## src/rgb332rle_pkg.sv

```systemverilog
// shared types, constants and the colour reduction function of the rgb332 run-length encoder
// no dependencies
package rgb332rle_pkg;

   localparam logic [15:0] MAX_RUN = 16'hffff;

   // result queue sizing
   localparam int FIFO_DEPTH = 8;
   localparam int FIFO_PTR_W = $clog2(FIFO_DEPTH);
   localparam int FIFO_LVL_W = $clog2(FIFO_DEPTH + 1);

   // highest queue level at which a new transaction can be taken
   localparam logic [FIFO_LVL_W-1:0] READY_LEVEL_IDLE = FIFO_LVL_W'(FIFO_DEPTH - 2);
   localparam logic [FIFO_LVL_W-1:0] READY_LEVEL_BUSY = FIFO_LVL_W'(FIFO_DEPTH - 4);

   // number of records pushed in one cycle
   localparam logic [1:0] PUSH_NONE = 2'd0;
   localparam logic [1:0] PUSH_ONE  = 2'd1;
   localparam logic [1:0] PUSH_TWO  = 2'd2;

   typedef struct packed {
      logic [23:0] pixel_rgb;
      logic        last_pixel;
   } req_payload_type;

   typedef struct packed {
      logic [15:0] run_length;
      logic [7:0]  colour_332;
      logic        last_record;
   } rsp_payload_type;

   typedef struct packed {
      logic [1:0]      count;
      rsp_payload_type first;
      rsp_payload_type second;
   } fifo_push_type;

   typedef struct packed {
      logic                  not_empty;
      logic [FIFO_LVL_W-1:0] level;
   } fifo_status_type;

   // rrrgggbb from the top bits of each channel
   function automatic logic [7:0] to_rgb332(input logic [23:0] px);
      return {px[23:21], px[15:13], px[7:6]};
   endfunction

endpackage

```

## src/rgb332rle_fifo.sv

```systemverilog
// result queue of the rgb332 run-length encoder: up to two writes and one read a cycle
// depends on rgb332rle_pkg
module rgb332rle_fifo (
   input  logic                           clock,
   input  logic                           reset,
   input  rgb332rle_pkg::fifo_push_type   push,
   input  logic                           pop,
   output rgb332rle_pkg::rsp_payload_type head,
   output rgb332rle_pkg::fifo_status_type status
);

   rgb332rle_pkg::rsp_payload_type mem_ff [rgb332rle_pkg::FIFO_DEPTH];

   logic [rgb332rle_pkg::FIFO_PTR_W-1:0] wr_ptr_ff, wr_ptr_in;
   logic [rgb332rle_pkg::FIFO_PTR_W-1:0] rd_ptr_ff, rd_ptr_in;
   logic [rgb332rle_pkg::FIFO_LVL_W-1:0] level_ff, level_in;
   logic [rgb332rle_pkg::FIFO_PTR_W-1:0] wr_ptr_next;
   logic                                 do_pop;

   assign wr_ptr_next = wr_ptr_ff + rgb332rle_pkg::FIFO_PTR_W'(1);
   assign do_pop      = pop && (level_ff != '0);

   always_comb begin
      wr_ptr_in = wr_ptr_ff + rgb332rle_pkg::FIFO_PTR_W'(push.count);
      rd_ptr_in = do_pop ? rd_ptr_ff + rgb332rle_pkg::FIFO_PTR_W'(1) : rd_ptr_ff;
      level_in  = level_ff + rgb332rle_pkg::FIFO_LVL_W'(push.count)
                  - rgb332rle_pkg::FIFO_LVL_W'(do_pop);
   end

   always_ff @(posedge clock) begin
      if (reset) begin
         wr_ptr_ff <= '0;
         rd_ptr_ff <= '0;
         level_ff  <= '0;
      end else begin
         wr_ptr_ff <= wr_ptr_in;
         rd_ptr_ff <= rd_ptr_in;
         level_ff  <= level_in;
      end
   end

   always_ff @(posedge clock) begin
      case (push.count)
         rgb332rle_pkg::PUSH_ONE: begin
            mem_ff[wr_ptr_ff] <= push.first;
         end
         rgb332rle_pkg::PUSH_TWO: begin
            mem_ff[wr_ptr_ff]   <= push.first;
            mem_ff[wr_ptr_next] <= push.second;
         end
         default: begin
         end
      endcase
   end

   assign head             = mem_ff[rd_ptr_ff];
   assign status.not_empty = (level_ff != '0);
   assign status.level     = level_ff;

endmodule

```

## src/rgb332_run_length_encoder.sv

```systemverilog
// top level of the rgb332 run-length encoder
// depends on rgb332rle_pkg and rgb332rle_fifo
//
//   channel | direction | handshake             | payload
//   --------+-----------+-----------------------+-----------------------------------------
//   req     | in        | req_valid / req_ready | pixel_rgb[23:0], last_pixel
//   rsp     | out       | rsp_valid / rsp_ready | run_length[15:0], colour_332, last_record
//
// one pixel transaction per cycle while req_ready is high: a pixel lands in the input register, then one
// compare and one 16-bit increment against the open run decide the records
// records go from the input register into an 8-entry queue; a pixel yields 0, 1 or 2
// req_ready drops while the queue could not absorb two records from each pixel in flight
// reset (synchronous, active high) discards any open run and empties the queue
// a stalled rsp side backs up into req only once the queue is nearly full
module rgb332_run_length_encoder (
   input  logic                           clock,
   input  logic                           reset,
   input  logic                           req_valid,
   output logic                           req_ready,
   input  rgb332rle_pkg::req_payload_type req_data,
   output logic                           rsp_valid,
   input  logic                           rsp_ready,
   output rgb332rle_pkg::rsp_payload_type rsp_data
);

   // input register
   logic                           s1_valid_ff, s1_valid_in;
   rgb332rle_pkg::req_payload_type s1_data_ff;

   // open run
   logic [7:0]  run_colour_ff, run_colour_in;
   logic [15:0] run_count_ff, run_count_in;

   // per-pixel decision
   logic [7:0]  pixel_colour;
   logic        run_open;
   logic        extend_run;
   logic        close_run;
   logic [7:0]  next_colour;
   logic [15:0] next_count;

   rgb332rle_pkg::fifo_push_type   push;
   rgb332rle_pkg::fifo_status_type fifo_status;
   rgb332rle_pkg::rsp_payload_type closed_rec;
   rgb332rle_pkg::rsp_payload_type flush_rec;

   // accept only when the queue can hold the worst case of the pixel in flight and this one
   assign req_ready = s1_valid_ff ? (fifo_status.level <= rgb332rle_pkg::READY_LEVEL_BUSY)
                                  : (fifo_status.level <= rgb332rle_pkg::READY_LEVEL_IDLE);

   assign s1_valid_in = req_valid && req_ready;

   always_ff @(posedge clock) begin
      if (reset) begin
         s1_valid_ff <= 1'b0;
      end else begin
         s1_valid_ff <= s1_valid_in;
      end
   end

   // payload register, no reset needed
   always_ff @(posedge clock) begin
      if (s1_valid_in) begin
         s1_data_ff <= req_data;
      end
   end

   // run decision
   always_comb begin
      pixel_colour = rgb332rle_pkg::to_rgb332(s1_data_ff.pixel_rgb);
      run_open     = (run_count_ff != '0);
      extend_run   = run_open && (pixel_colour == run_colour_ff)
                     && (run_count_ff < rgb332rle_pkg::MAX_RUN);
      // colour change or full run closes the open run
      close_run    = run_open && !extend_run;

      next_colour = extend_run ? run_colour_ff : pixel_colour;
      next_count  = extend_run ? run_count_ff + 16'd1 : 16'd1;

      closed_rec.run_length  = run_count_ff;
      closed_rec.colour_332  = run_colour_ff;
      closed_rec.last_record = 1'b0;

      flush_rec.run_length   = next_count;
      flush_rec.colour_332   = next_colour;
      flush_rec.last_record  = 1'b1;

      run_colour_in = run_colour_ff;
      run_count_in  = run_count_ff;
      push.count    = rgb332rle_pkg::PUSH_NONE;
      push.first    = closed_rec;
      push.second   = flush_rec;

      if (s1_valid_ff) begin
         run_colour_in = next_colour;
         // end of region: flush and leave no open run
         run_count_in  = s1_data_ff.last_pixel ? 16'd0 : next_count;
         if (close_run && s1_data_ff.last_pixel) begin
            push.count = rgb332rle_pkg::PUSH_TWO;
         end else if (close_run) begin
            push.count = rgb332rle_pkg::PUSH_ONE;
         end else if (s1_data_ff.last_pixel) begin
            push.count = rgb332rle_pkg::PUSH_ONE;
            push.first = flush_rec;
         end
      end
   end

   always_ff @(posedge clock) begin
      if (reset) begin
         run_colour_ff <= '0;
         run_count_ff  <= '0;
      end else begin
         run_colour_ff <= run_colour_in;
         run_count_ff  <= run_count_in;
      end
   end

   // result queue; its head is the rsp payload
   rgb332rle_fifo u_fifo (
      .clock  (clock),
      .reset  (reset),
      .push   (push),
      .pop    (rsp_ready),
      .head   (rsp_data),
      .status (fifo_status)
   );

   assign rsp_valid = fifo_status.not_empty;

endmodule

```

## config.mk

```make
export PLATFORM = sky130hd
export DESIGN_NAME = rgb332_run_length_encoder
export DESIGN_NICKNAME = d
export VERILOG_FILES = /design/src/rgb332rle_pkg.sv /design/src/rgb332rle_fifo.sv /design/src/rgb332_run_length_encoder.sv
export SDC_FILE = /design/constraint.sdc
export NUM_CORES = 1
export LEC_CHECK = 0
export CAP_MARGIN = 20
export CORE_MARGIN = 4
export CORE_UTILIZATION = 64
export CTS_CLUSTER_SIZE = 25
export DETAILED_ROUTE_END_ITERATION = 10
export DONT_BUFFER_PORTS = 1
export PLACE_DENSITY = 0.79
export RECOVER_POWER = 100
export SETUP_SLACK_MARGIN = 0.1
export SLEW_MARGIN = 20
export SYNTH_ARGS = -nofsm -noshare
export SYNTH_HDL_FRONTEND = slang
export SYNTH_SLANG_ARGS = --single-unit
```

## constraint.sdc

```tcl
create_clock -name clock -period 5.5 [get_ports clock]
set_clock_uncertainty 0.2 [all_clocks]
set_input_delay 0.55 -clock clock [delete_from_list [all_inputs] [get_ports clock]]
set_output_delay 0.55 -clock clock [all_outputs]
set_load 0.1 [all_outputs]
```

==> results of run 1 <==
worst max path at each step:
stage / to / cells past startpoint
2_1_floorplan: u_fifo.mem_ff[2][12] / 18
3_3_place_gp: u_fifo.mem_ff[2][6] / 16
3_5_place_dp: u_fifo.mem_ff[2][7] / 16
4_1_cts: u_fifo.mem_ff[2][3] / 16
5_1_grt: u_fifo.mem_ff[2][3] / 14
6_report: u_fifo.mem_ff[0][23] / 14
metal layers:
layer / part of all wire / routed length [um]
met3: 0.12 / 4200
met5: 0 / 0
met4: 0.047 / 1700
met1: 0.36 / 13100
met2: 0.48 / 17300
through the flow:
stage | setup slack [ps] | util
after CTS | 610 | 0.718
after global placement | 707 | 0.673
after floorplan | 868 | -
final | 335 | 0.711
after detailed placement | 678 | 0.673
after global routing | 152 | 0.711
where the power goes:
group | internal (mW) | switching [mW]
logic | 0.417 | 1.06
clock network | 0.941 | 0.698
registers | 2.08 | 0.138
cell usage in the layout, fill, tap and decap left out, types with 4 or more instances in the layout:
master,instances
sky130_fd_sc_hd__edfxtp_1,201
sky130_fd_sc_hd__a22o_1,135
sky130_fd_sc_hd__nor2_1,57
sky130_fd_sc_hd__o21ai_0,52
sky130_fd_sc_hd__mux4_2,50
sky130_fd_sc_hd__nand2_1,49
sky130_fd_sc_hd__dfxtp_1,45
sky130_fd_sc_hd__nor3_1,35
sky130_fd_sc_hd__buf_4,33
sky130_fd_sc_hd__inv_1,27
sky130_fd_sc_hd__a21oi_1,25
sky130_fd_sc_hd__clkbuf_16,25
sky130_fd_sc_hd__nand3_1,24
sky130_fd_sc_hd__mux2_1,22
sky130_fd_sc_hd__a32oi_1,20
sky130_fd_sc_hd__nor2b_1,16
sky130_fd_sc_hd__nor4_1,15
sky130_fd_sc_hd__xor2_1,15
sky130_fd_sc_hd__ha_1,15
sky130_fd_sc_hd__clkbuf_1,13
sky130_fd_sc_hd__clkbuf_2,12
sky130_fd_sc_hd__xnor2_1,11
sky130_fd_sc_hd__nand4_1,9
sky130_fd_sc_hd__mux2i_1,9
sky130_fd_sc_hd__dlygate4sd3_1,9
sky130_fd_sc_hd__nor3_2,8
sky130_fd_sc_hd__o22ai_1,8
sky130_fd_sc_hd__nand2b_1,6
sky130_fd_sc_hd__o211ai_1,5
sky130_fd_sc_hd__o311a_1,5
sky130_fd_sc_hd__clkinv_2,5
sky130_fd_sc_hd__a32o_1,4
sky130_fd_sc_hd__o41ai_1,4
sky130_fd_sc_hd__clkbuf_8,4
final cells by class:
type,instances,area [um2]
clock buffer,38,714
clock inverter,7,63.8
fill,1282,5700
inverter,27,101
multi-input combinational,654,5390
sequential,247,6960
tap,265,332
timing repair buffer,60,453
state kept, by name, summed over array words and instances, names as in the netlist, 3 cells and up, named ones only:
signal	flops
u_fifo.mem_ff	200
u_fifo.rd_ptr_ff	3
u_fifo.level_ff	4
run_count_ff	16
pixel_colour	8
run_colour_ff	8
u_fifo.wr_ptr_ff	3
tightest hold or removal path, delay by kind of cell:
kind,cells,cell delay [ps]
AND/OR/NAND/NOR,2,150
AO/OA/AOI/OAI,1,70
logic make-up (layout without fill, tap and decap cells):
kind of cell    count (synthesis)  after routing  synth area share
buf+inv                       139            132            0.0450
mux                            84             84             0.115
compound gates                279            279             0.163
flops                         247            247             0.536
xor+xnor                       26             26            0.0175
fa+ha+maj                      17             17            0.0175
simple gates                  248            248             0.106
repair_timing:
action | CTS | global route
buffers inserted | 0 | 0
hold endpoints to repair | 47 | 0
hold buffers | 10 | 0
==> flow_metrics.env, run 1 <==
export IMPL_grt_max_degree=51
export IMPL_placement_rows=51
export IMPL_core_area_um2=19700
export IMPL_via_cell_ratio=7.43
export IMPL_max_cap_violations=2
export IMPL_synth_top_cell_area_share=0.465
export IMPL_final_hold_worst_slack_ps=104
export IMPL_placed_cells=1242
export IMPL_syn_num_nets=1086
export IMPL_r2r_worst_path_cells=14
export IMPL_die_width_um=150
export IMPL_dieHeight_um=150
export IMPL_syn_cell_area_um2=13000
export IMPL_most_common_flop_cell_mapped_by_yosys="sky130_fd_sc_hd__edfxtp_1"
export IMPL_cp_slowest_stage_delay_ps=640
export IMPL_outcome="finished with violations"
export IMPL_grt_busiest_layer="met2"
export IMPL_finalPower_mw=5.34
export IMPL_final_layout_size_suffix_gt1_frac=0.155
export IMPL_post_cts_resize_count=0
export IMPL_finalHoldViolCount=0
export IMPL_cp_cell_sequence="xor2_1, nor4_2, nand3_1, o21ai_2, buf_4, inv_1, ha_1, nand2_1, inv_1, ha_1, or4_1, nor3_1, clkbuf_1, a22o_1"
export IMPL_setup_repair_after_global_routing_missed_its_margin="no"
export IMPL_starting_utilization_of_the_core_area=0.659
export IMPL_min_period_over_period=0.939
export IMPL_grt_pass1_vias=9137
export IMPL_worstHoldStart="rsp_ready"
export IMPL_finalSetupViolations=0
export IMPL_worst_setup_startpoint="pixel_colour[5]"
export IMPL_min_period_ps=5160
export IMPL_grt_use_met3=0.0509
export IMPL_met2_usage_grt=0.519
export IMPL_worstReg2RegStart="pixel_colour[5]"
export IMPL_p_leak_nw=4.86
export IMPL_ys_seq_area_frac=0.536
export IMPL_synth_cell_types=62
export IMPL_grt_pass1_wl_um=54900
export IMPL_dr_pass1_iters=7
export IMPL_worst_r2r_setup_slack_ps=340
export IMPL_ys_seq_elements=247
export IMPL_cts_buffers=25
export IMPL_top_level_ports=56
export IMPL_syn_to_final_growth_pct=7.91
export IMPL_dr_first_iter_drc_count=1533
export IMPL_met1_usage=0.445
export IMPL_timing_critical_path_from_type="flop"
export IMPL_fp_dieArea_um2=22600
export IMPL_worstPathBufferInverterCount=4
export IMPL_worstHoldPathType="primary input to flop"
export IMPL_final_cell_count_no_fill=1298
export IMPL_synth_most_common_cell="sky130_fd_sc_hd__edfxtp_1"
export IMPL_timing_slew_headroom=-0.328
export IMPL_totalNegativeSetupSlack_ps=0
export IMPL_globalRouteOverflowTotal=0
export IMPL_clk_pin_slew_ps=60
export IMPL_crit_fanout=10
export IMPL_synth_largest_area_cell="sky130_fd_sc_hd__edfxtp_1"
export IMPL_routed_via_count=9650
export IMPL_drv_slew=70
export IMPL_peakVddDrop_uv=395
export IMPL_cts_tree="built"
export IMPL_number_of_synthesized_flops_with_an_enable_pin=201
export IMPL_global_route_usage_total=0.322
export IMPL_port_buffer_count=0
export IMPL_ant_nets=0
export IMPL_worstPathRequired_ps=5680
export IMPL_diodes=0
export IMPL_cp_slowest_cell="sky130_fd_sc_hd__nor3_1"
export IMPL_power_density_nw_per_um2=381
export IMPL_routed_wl_um=36200
export IMPL_postSynthCellCount=1040
export IMPL_post_dp_cell_area_um2=13300
export IMPL_post_synth_top_cells="sky130_fd_sc_hd__edfxtp_1 (201), sky130_fd_sc_hd__a22o_1 (135), sky130_fd_sc_hd__clkbuf_1 (71)"
export IMPL_crit_path_end_kind="flop"
export IMPL_yosys_warnings=0
export IMPL_dp_hpwl_um=22600
export IMPL_drcViolationCount=0
export IMPL_grt_antenna_before_repair=0
export IMPL_cts_sink_count=247
export IMPL_arrival_ps=5340
export IMPL_fmax_ghz=0.194
export IMPL_critical_path_top_delay_family="simple AND/OR/NAND/NOR gates"
export IMPL_hold_path_cell_count=3
export IMPL_worstMarginPinSlew_ps=1990
export IMPL_clock_root_buffer="sky130_fd_sc_hd__clkbuf_16"
export IMPL_critical_path_reg2reg_endpoint="u_fifo.mem_ff[0][23]"
export IMPL_average_cell_area_after_synthesis_um2=12.5
export IMPL_path_type_of_the_worst_setup_path="flop to flop"
export IMPL_post_drt_wl_per_cell_um=27.9
export IMPL_clkLatencyLatePin_ps=520
export IMPL_synth_async_sr_flop_share=0
export IMPL_finalInstanceArea_um2=14000
export IMPL_max_clock_path_buffers=3
export IMPL_finalNetCount=1061
export IMPL_ctsHtreeMaxLevel=1
export IMPL_ys_top_cells_by_area="sky130_fd_sc_hd__edfxtp_1 (46%), sky130_fd_sc_hd__a22o_1 (9.1%), sky130_fd_sc_hd__mux4_2 (8.7%)"
export IMPL_violated_checks="capacitance limit, slew limit"
export IMPL_globalplace_congestion=0.992
(Power assumes the default switching activity.)
==> inputs of run 2 (changes only) <==
RECOVER_POWER = default   (was 100)
SYNTH_HIERARCHICAL = 1   (was default)
==> run 2 against run 1 <==
  * The flow now finishes without violations
  * Cell count shrank 7.8%
  * Via count shrank 17%
  * First-iteration DRC count shrank 44%
  * Register-to-register slack gained 390 ps
  * Utilization grew 0.25 points
  * Count of clock-buffer cells in the layout shrank 8
  * Power shrank 2.8%
  * Cell area grew 3.0%
  * Critical path type unchanged
  * Critical endpoint is now u_fifo/mem_ff[2][14]
==> flow_metrics.env, run 2 <==
export IMPL_ys_seq_elements=247
export IMPL_synth_top_cell_area_share=0.478
export IMPL_finalHoldViolCount=0
export IMPL_diodes=0
export IMPL_r2r_worst_path_cells=14
export IMPL_routed_wl_um=30500
export IMPL_min_period_ps=4780
export IMPL_die_width_um=151
export IMPL_via_cell_ratio=6.65
export IMPL_drcViolationCount=0
export IMPL_syn_to_final_growth_pct=9.86
export IMPL_grt_pass1_wl_um=46600
export IMPL_p_leak_nw=5.00
export IMPL_final_seq_area_um2=7040
export IMPL_cts_tree="built"
export IMPL_synth_largest_area_cell="sky130_fd_sc_hd__edfxtp_1"
export IMPL_globalRouteOverflowTotal=0
export IMPL_synth_async_sr_flop_share=0
export IMPL_postCtsSetupRepairBufs=0
export IMPL_outcome="finished, final reports clean"
export IMPL_drv_slew=0
export IMPL_worst_setup_startpoint="run_count_ff[1]"
export IMPL_ant_nets=0
export IMPL_fp_dieArea_um2=22900
export IMPL_post_route_worst_setup_slack_ps=723
export IMPL_largest_register="u_fifo/mem_ff"
export IMPL_ctsHtreeMaxLevel=1
export IMPL_min_period_over_period=0.868
export IMPL_path_type_of_the_worst_setup_path="flop to flop"
export IMPL_finalPower_mw=5.19
export IMPL_dp_hpwl_um=18000
export IMPL_average_cell_area_after_synthesis_um2=14.6
export IMPL_finalNetCount=951
export IMPL_synth_most_common_cell="sky130_fd_sc_hd__mux2_2"
export IMPL_worstPathRequired_ps=5570
export IMPL_top_level_ports=56
export IMPL_core_area_um2=20200
export IMPL_global_route_usage_total=0.269
export IMPL_crit_path_end_kind="flop"
export IMPL_endpoint="u_fifo/mem_ff[2][14]"
export IMPL_power_density_nw_per_um2=360
export IMPL_worstReg2RegStart="run_count_ff[1]"
export IMPL_post_drt_wl_per_cell_um=25.5
export IMPL_cts_sink_count=247
export IMPL_layout_commonest_cell="sky130_fd_sc_hd__mux2_2"
export IMPL_number_of_synthesized_flops_with_an_enable_pin=209
export IMPL_timing_critical_path_from_type="flop"
export IMPL_clkLatencyLatePin_ps=520
export IMPL_syn_cell_area_um2=13100
export IMPL_synth_cell_types=61
export IMPL_clk_pin_slew_ps=60
export IMPL_dr_pass1_iters=5
export IMPL_final_layout_size_suffix_gt1_frac=0.419
export IMPL_starting_utilization_of_the_core_area=0.649
export IMPL_grt_antenna_before_repair=0
export IMPL_mostFrequentLayoutCells="sky130_fd_sc_hd__mux2_2 (233), sky130_fd_sc_hd__edfxtp_1 (209), sky130_fd_sc_hd__mux4_2 (50)"
export IMPL_port_buffer_count=0
export IMPL_dieHeight_um=151
export IMPL_grt_max_degree=33
export IMPL_placement_rows=52
export IMPL_peakVddDrop_uv=346
export IMPL_globalplace_congestion=0.943
export IMPL_worstMarginPinSlew_ps=964
export IMPL_postSynthCellCount=901
export IMPL_largest_register_ff_count=200
export IMPL_ys_top_cells_by_area="sky130_fd_sc_hd__edfxtp_1 (48%), sky130_fd_sc_hd__mux2_2 (20%), sky130_fd_sc_hd__mux4_2 (8.6%)"
export IMPL_worstHoldPathType="primary input to flop"
export IMPL_max_cap_violations=0
export IMPL_fmax_ghz=0.209
export IMPL_setup_repair_after_global_routing_missed_its_margin="no"
export IMPL_totalNegativeSetupSlack_ps=0
export IMPL_final_fill_count=1313
export IMPL_most_common_flop_cell_mapped_by_yosys="sky130_fd_sc_hd__edfxtp_1"
export IMPL_critical_path_reg2reg_endpoint="u_fifo/mem_ff[2][14]"
export IMPL_yosys_warnings=6
export IMPL_finalSetupViolations=0
export IMPL_cts_buffers=26
export IMPL_placement_setup_worst_slack_ps=873
export IMPL_routed_via_count=7966
export IMPL_dr_first_iter_drc_count=852
export IMPL_crit_fanout=11
export IMPL_post_synth_top_cells="sky130_fd_sc_hd__mux2_2 (233), sky130_fd_sc_hd__edfxtp_1 (209), sky130_fd_sc_hd__mux4_2 (50)"
export IMPL_grt_pass1_vias=8207
export IMPL_clock_root_buffer="sky130_fd_sc_hd__clkbuf_16"
export IMPL_multi_input_area_um2=5810
export IMPL_registers_with_the_most_flip_flops="u_fifo/mem_ff: 200 flops, run_count_ff: 16 flops"
export IMPL_worst_r2r_setup_slack_ps=720
export IMPL_max_clock_path_buffers=3
export IMPL_timing_slew_headroom=0.357
export IMPL_arrival_ps=4840
export IMPL_ys_seq_area_frac=0.536
==> run 2: changes by cell type after synthesis, moves of 11 or more <==
cell                       before  now
sky130_fd_sc_hd__mux2_2        25  233
sky130_fd_sc_hd__a22o_1       135    0
sky130_fd_sc_hd__clkbuf_1      71   30
sky130_fd_sc_hd__o21ai_0       48   14
sky130_fd_sc_hd__nand2_1       49   17
sky130_fd_sc_hd__nor2_1        57   31
sky130_fd_sc_hd__nor3_1        31    9
sky130_fd_sc_hd__a32oi_1       20    0
sky130_fd_sc_hd__nand2b_1       6   20
sky130_fd_sc_hd__nor4_1        16    4
sky130_fd_sc_hd__inv_1         27   16
==> run 2: worst max-delay path, stage by stage (launching register included) <==
cell and delay [ps]:
sky130_fd_sc_hd__dfxtp_1 450, sky130_fd_sc_hd__ha_1 390, sky130_fd_sc_hd__nand4_1 130, sky130_fd_sc_hd__nor4_1 430, sky130_fd_sc_hd__or2_1 240, sky130_fd_sc_hd__or2_2 140
sky130_fd_sc_hd__nand2b_1 140, sky130_fd_sc_hd__inv_1 100, sky130_fd_sc_hd__ha_1 210, sky130_fd_sc_hd__and2_1 170, sky130_fd_sc_hd__ha_1 210, sky130_fd_sc_hd__nand3_1 270
sky130_fd_sc_hd__nor2_2 690, sky130_fd_sc_hd__buf_4 370, sky130_fd_sc_hd__mux2_2 380
==> run 2: through the flow <==
stage | hold WS (ps) | utilization | cell area, um2 | instances
after global placement | 269 | 0.665 | 13500 | 1137
after detailed placement | 322 | 0.665 | 13500 | 1137
final | 32.1 | 0.713 | 14400 | 1197
after CTS | 4.51 | 0.713 | 14400 | 1196
after floorplan | 270 | - | 13200 | 908
after global routing | 18.2 | 0.713 | 14400 | 1197
==> run 2: routing by layer <==
layer	share of wire	up-vias	GRT usage	wire length [um]
met2	0.50	346	0.443	15200
met4	0.020	0	0.0680	603
met5	0	-	0	0
met3	0.072	53	0.0425	2190
met1	0.41	4068	0.379	12500
li1	-	3499	-	-
==> run 2: timing repair <==
item / 4_1_cts / 5_1_grt
hold endpoints to repair: 40 / 1
hold buffers: 11 / 1
gates resized for setup: 0 / 0
==> run 2: worst min path at each step <==
| stage | slack, ps | end | depth (start not counted) | from |
|---|---|---|---|---|
| final | 30 | run_count_ff[10] | 2 | reset |
| after floorplan | 270 | flop | 2 | u_fifo/rd_ptr_ff[1] |
| after global routing | 20 | run_count_ff[10] | 2 | reset |
| after detailed placement | 320 | u_fifo/rd_ptr_ff[1] | 2 | u_fifo/rd_ptr_ff[1] |
| after CTS | 5 | run_count_ff[11] | 2 | reset |
| after global placement | 270 | flop | 2 | u_fifo/rd_ptr_ff[1] |
==> run 2: kinds of logic (layout without fill, tap and decap cells) <==
kind of cell	after synthesis	in the layout	share of synthesized area
flip-flops	247	247	0.536
AND/OR/NAND/NOR	169	169	0.0757
XOR/XNOR	22	22	0.0158
adder cells (fa/ha/maj)	16	16	0.0162
multiplexers	295	295	0.295
AO/OA/AOI/OAI	67	67	0.0329
buffers and inverters	84	103	0.0289
other	1	8	0.000285
==> run 2: power by group <==
part | switching [mW] | total, mW | internal, mW
registers | 0.0995 | 2.21 | 2.11
clock network | 0.698 | 1.73 | 1.03
logic | 0.895 | 1.26 | 0.361
==> run 2: cell type report <==
type | count | area share
Inverter | 16 | 0.00416
Tap cell | 270 | 0.0234
Clock inverter | 18 | 0.0107
Clock buffer | 30 | 0.0476
Sequential cell | 247 | 0.488
Multi-Input combinational cell | 577 | 0.402
Timing Repair Buffer | 39 | 0.0239
==> inputs of run 3 (changes only) <==
ABC_AREA = 1   (was default)
CORE_UTILIZATION = 65   (was 64)
PLACE_DENSITY = 0.8   (was 0.79)
==> run 3 against run 2 <==
  * Sequential share of layout area fell by 4.5 points
  * Register-to-register slack better by 500 ps
  * Sequential power barely moved
  * Largest power group unchanged
  * Power is 14% higher
  * Highest routed layer unchanged
  * Via count rose by 68%
  * Combinational power grew 52%
  * Clock power grew 3%
==> flow_metrics.env, run 3 <==
export IMPL_crit_fanout=54
export IMPL_r2r_worst_path_cells=18
export IMPL_max_clock_path_buffers=3
export IMPL_placement_rows=56
export IMPL_number_of_synthesized_flops_with_an_enable_pin=209
export IMPL_finalInstanceArea_um2=15900
export IMPL_totalNegativeSetupSlack_ps=0
export IMPL_cts_sink_count=247
export IMPL_endpoint="u_fifo/mem_ff[6][2]"
export IMPL_ctsHtreeMaxLevel=1
export IMPL_critical_path_reg2reg_endpoint="u_fifo/mem_ff[6][2]"
export IMPL_worstPathBufferInverterCount=6
export IMPL_clkLatencyLatePin_ps=540
export IMPL_worst_r2r_setup_slack_ps=1230
export IMPL_setup_repair_after_global_routing_missed_its_margin="no"
export IMPL_min_period_over_period=0.777
export IMPL_registers_with_the_most_flip_flops="u_fifo/mem_ff: 200 flops, run_count_ff: 16 flops"
export IMPL_clk_pin_slew_ps=60
export IMPL_post_drt_wl_per_cell_um=18.5
export IMPL_yosys_warnings=6
export IMPL_power_density_nw_per_um2=373
export IMPL_cts_buffers=27
export IMPL_clock_root_buffer="sky130_fd_sc_hd__clkbuf_16"
export IMPL_post_dp_cell_area_um2=14900
export IMPL_syn_to_final_growth_pct=2.13
export IMPL_dp_hpwl_um=24100
export IMPL_largest_register="u_fifo/mem_ff"
export IMPL_mostFrequentLayoutCells="sky130_fd_sc_hd__nand2_1 (1014), sky130_fd_sc_hd__edfxtp_1 (209), sky130_fd_sc_hd__nand4_1 (207)"
export IMPL_postCtsSetupRepairBufs=0
export IMPL_fp_dieArea_um2=26500
export IMPL_largest_register_ff_count=200
export IMPL_path_type_of_the_worst_setup_path="flop to flop"
export IMPL_synth_top_cell_area_share=0.403
export IMPL_globalRouteOverflowTotal=0
export IMPL_dr_pass1_iters=6
export IMPL_drcViolationCount=0
export IMPL_globalplace_congestion=1.01
export IMPL_cp_slowest_cell="sky130_fd_sc_hd__buf_4"
export IMPL_postSynthCellCount=2044
export IMPL_global_route_usage_total=0.312
export IMPL_grt_pass1_wl_um=65400
export IMPL_cp_cell_sequence="ha_1, nand3_1, nor2_4, nand3_2, nor2_4, o21ai_2, buf_4, inv_1, ha_1, nand2_1, inv_1, ha_1, nand2_1, inv_2, buf_4, nand3_2, o21ai_2, buf_4"
export IMPL_dieHeight_um=163
export IMPL_outcome="finished, final reports clean"
export IMPL_grt_antenna_before_repair=0
export IMPL_top_level_ports=56
export IMPL_crit_path_end_kind="flop"
export IMPL_ant_nets=0
export IMPL_worstHoldPathType="primary input to flop"
export IMPL_grt_pass1_vias=12700
export IMPL_final_cell_count_no_fill=2268
export IMPL_holdBufCountCts=12
export IMPL_syn_num_nets=2088
export IMPL_grt_max_degree=101
export IMPL_worst_setup_startpoint="run_count_ff[0]"
export IMPL_synth_most_common_cell="sky130_fd_sc_hd__nand2_1"
export IMPL_synth_largest_area_cell="sky130_fd_sc_hd__edfxtp_1"
export IMPL_worstMarginPinSlew_ps=1090
export IMPL_port_buffer_count=0
export IMPL_placed_cells=2206
export IMPL_starting_utilization_of_the_core_area=0.661
export IMPL_cts_tree="built"
export IMPL_synth_cell_types=38
export IMPL_routed_wl_um=41900
export IMPL_most_common_flop_cell_mapped_by_yosys="sky130_fd_sc_hd__edfxtp_1"
export IMPL_drv_slew=0
export IMPL_post_synth_top_cells="sky130_fd_sc_hd__nand2_1 (1014), sky130_fd_sc_hd__edfxtp_1 (209), sky130_fd_sc_hd__nand4_1 (207)"
export IMPL_ys_top_cells_by_area="sky130_fd_sc_hd__edfxtp_1 (40%), sky130_fd_sc_hd__nand2_1 (24%), sky130_fd_sc_hd__nand4_1 (8.3%)"
export IMPL_layout_commonest_cell="sky130_fd_sc_hd__nand2_1"
export IMPL_fmax_ghz=0.234
export IMPL_worstPathRequired_ps=5520
export IMPL_worstReg2RegStart="run_count_ff[0]"
export IMPL_ys_seq_elements=247
export IMPL_post_cts_resize_count=0
export IMPL_max_cap_violations=0
export IMPL_timing_slew_headroom=0.274
export IMPL_diodes=0
export IMPL_syn_cell_area_um2=15600
export IMPL_critical_path_top_delay_family="buffers and inverters"
export IMPL_fin_util=0.675
export IMPL_routed_via_count=13400
export IMPL_finalNetCount=1973
export IMPL_arrival_ps=4290
export IMPL_finalSetupViolations=0
export IMPL_core_area_um2=23500
export IMPL_dr_first_iter_drc_count=1590
export IMPL_cp_slowest_stage_delay_ps=550
export IMPL_peakVddDrop_uv=439
export IMPL_min_period_ps=4270
export IMPL_p_leak_nw=7.38
export IMPL_die_width_um=163
export IMPL_timing_critical_path_from_type="flop"
export IMPL_via_cell_ratio=5.91
export IMPL_ys_seq_area_frac=0.452
export IMPL_final_layout_size_suffix_gt1_frac=0.0621
export IMPL_average_cell_area_after_synthesis_um2=7.62
export IMPL_path_depth=18
export IMPL_synth_async_sr_flop_share=0
export IMPL_finalHoldViolCount=0
-- run 3: logic make-up (layout without fill, tap and decap cells) --
family | Yosys count | after routing | synth area share
AO/OA/AOI/OAI | 64 | 64 | 0.0211
flip-flops | 247 | 247 | 0.452
XOR/XNOR | 14 | 14 | 0.0103
AND/OR/NAND/NOR | 1364 | 1364 | 0.374
other | 1 | 1 | 0.000241
adder cells (fa/ha/maj) | 15 | 15 | 0.0130
buffers and inverters | 339 | 244 | 0.129
-- run 3: worst reg2reg max path, delay by kind of cell (launching register included) --
family | cells | cell delay (ps)
AND/OR/NAND/NOR | 7 | 960
adder cells (fa/ha/maj) | 3 | 540
flip-flops | 1 | 420
buffers and inverters | 6 | 1390
AO/OA/AOI/OAI | 2 | 440
-- run 3: final cells by class --
type | count | area, um2
fill | 1895 | 7640
inverter | 144 | 541
clock buffer | 34 | 732
clock inverter | 15 | 150
multi-input combinational | 1458 | 6580
sequential | 247 | 7040
tap | 319 | 399
timing repair buffer | 51 | 459
-- run 3: how the worst min path moves through the flow --
stage | start | to | slack, ps | depth (start not counted)
final | rsp_ready | flop | 30 | 2
after global routing | rsp_ready | flop | 30 | 2
after CTS | rsp_ready | flop | 8 | 2
after detailed placement | u_fifo/rd_ptr_ff[1] | flop | 290 | 2
after global placement | u_fifo/rd_ptr_ff[1] | flop | 270 | 2
after floorplan | u_fifo/rd_ptr_ff[1] | flop | 270 | 2
-- run 3: through the flow --
stage               total power [mW]  hold WS, ps  setup slack (ps)
CTS                             5.92         7.68              1240
finish                          5.92         32.8              1230
detailed placement              4.12          286              1260
global placement                4.08          269              1320
global route                    6.17         28.5               971
floorplan                       3.85          265               602
-- run 3: where the power goes --
| part | leakage (nW) | switching (mW) | total (mW) | internal [mW] |
|---|---|---|---|---|
| sequential | 2.25 | 0.0848 | 2.21 | 2.12 |
| combinational | 4.71 | 1.58 | 1.92 | 0.343 |
| clock | 0.416 | 0.753 | 1.79 | 1.04 |
-- run 3: metal layers --
metal  GRT usage  part of all wire
met1       0.400              0.38
met2       0.517              0.47
met3      0.0488              0.11
met4       0.157             0.051
met5           0                 0
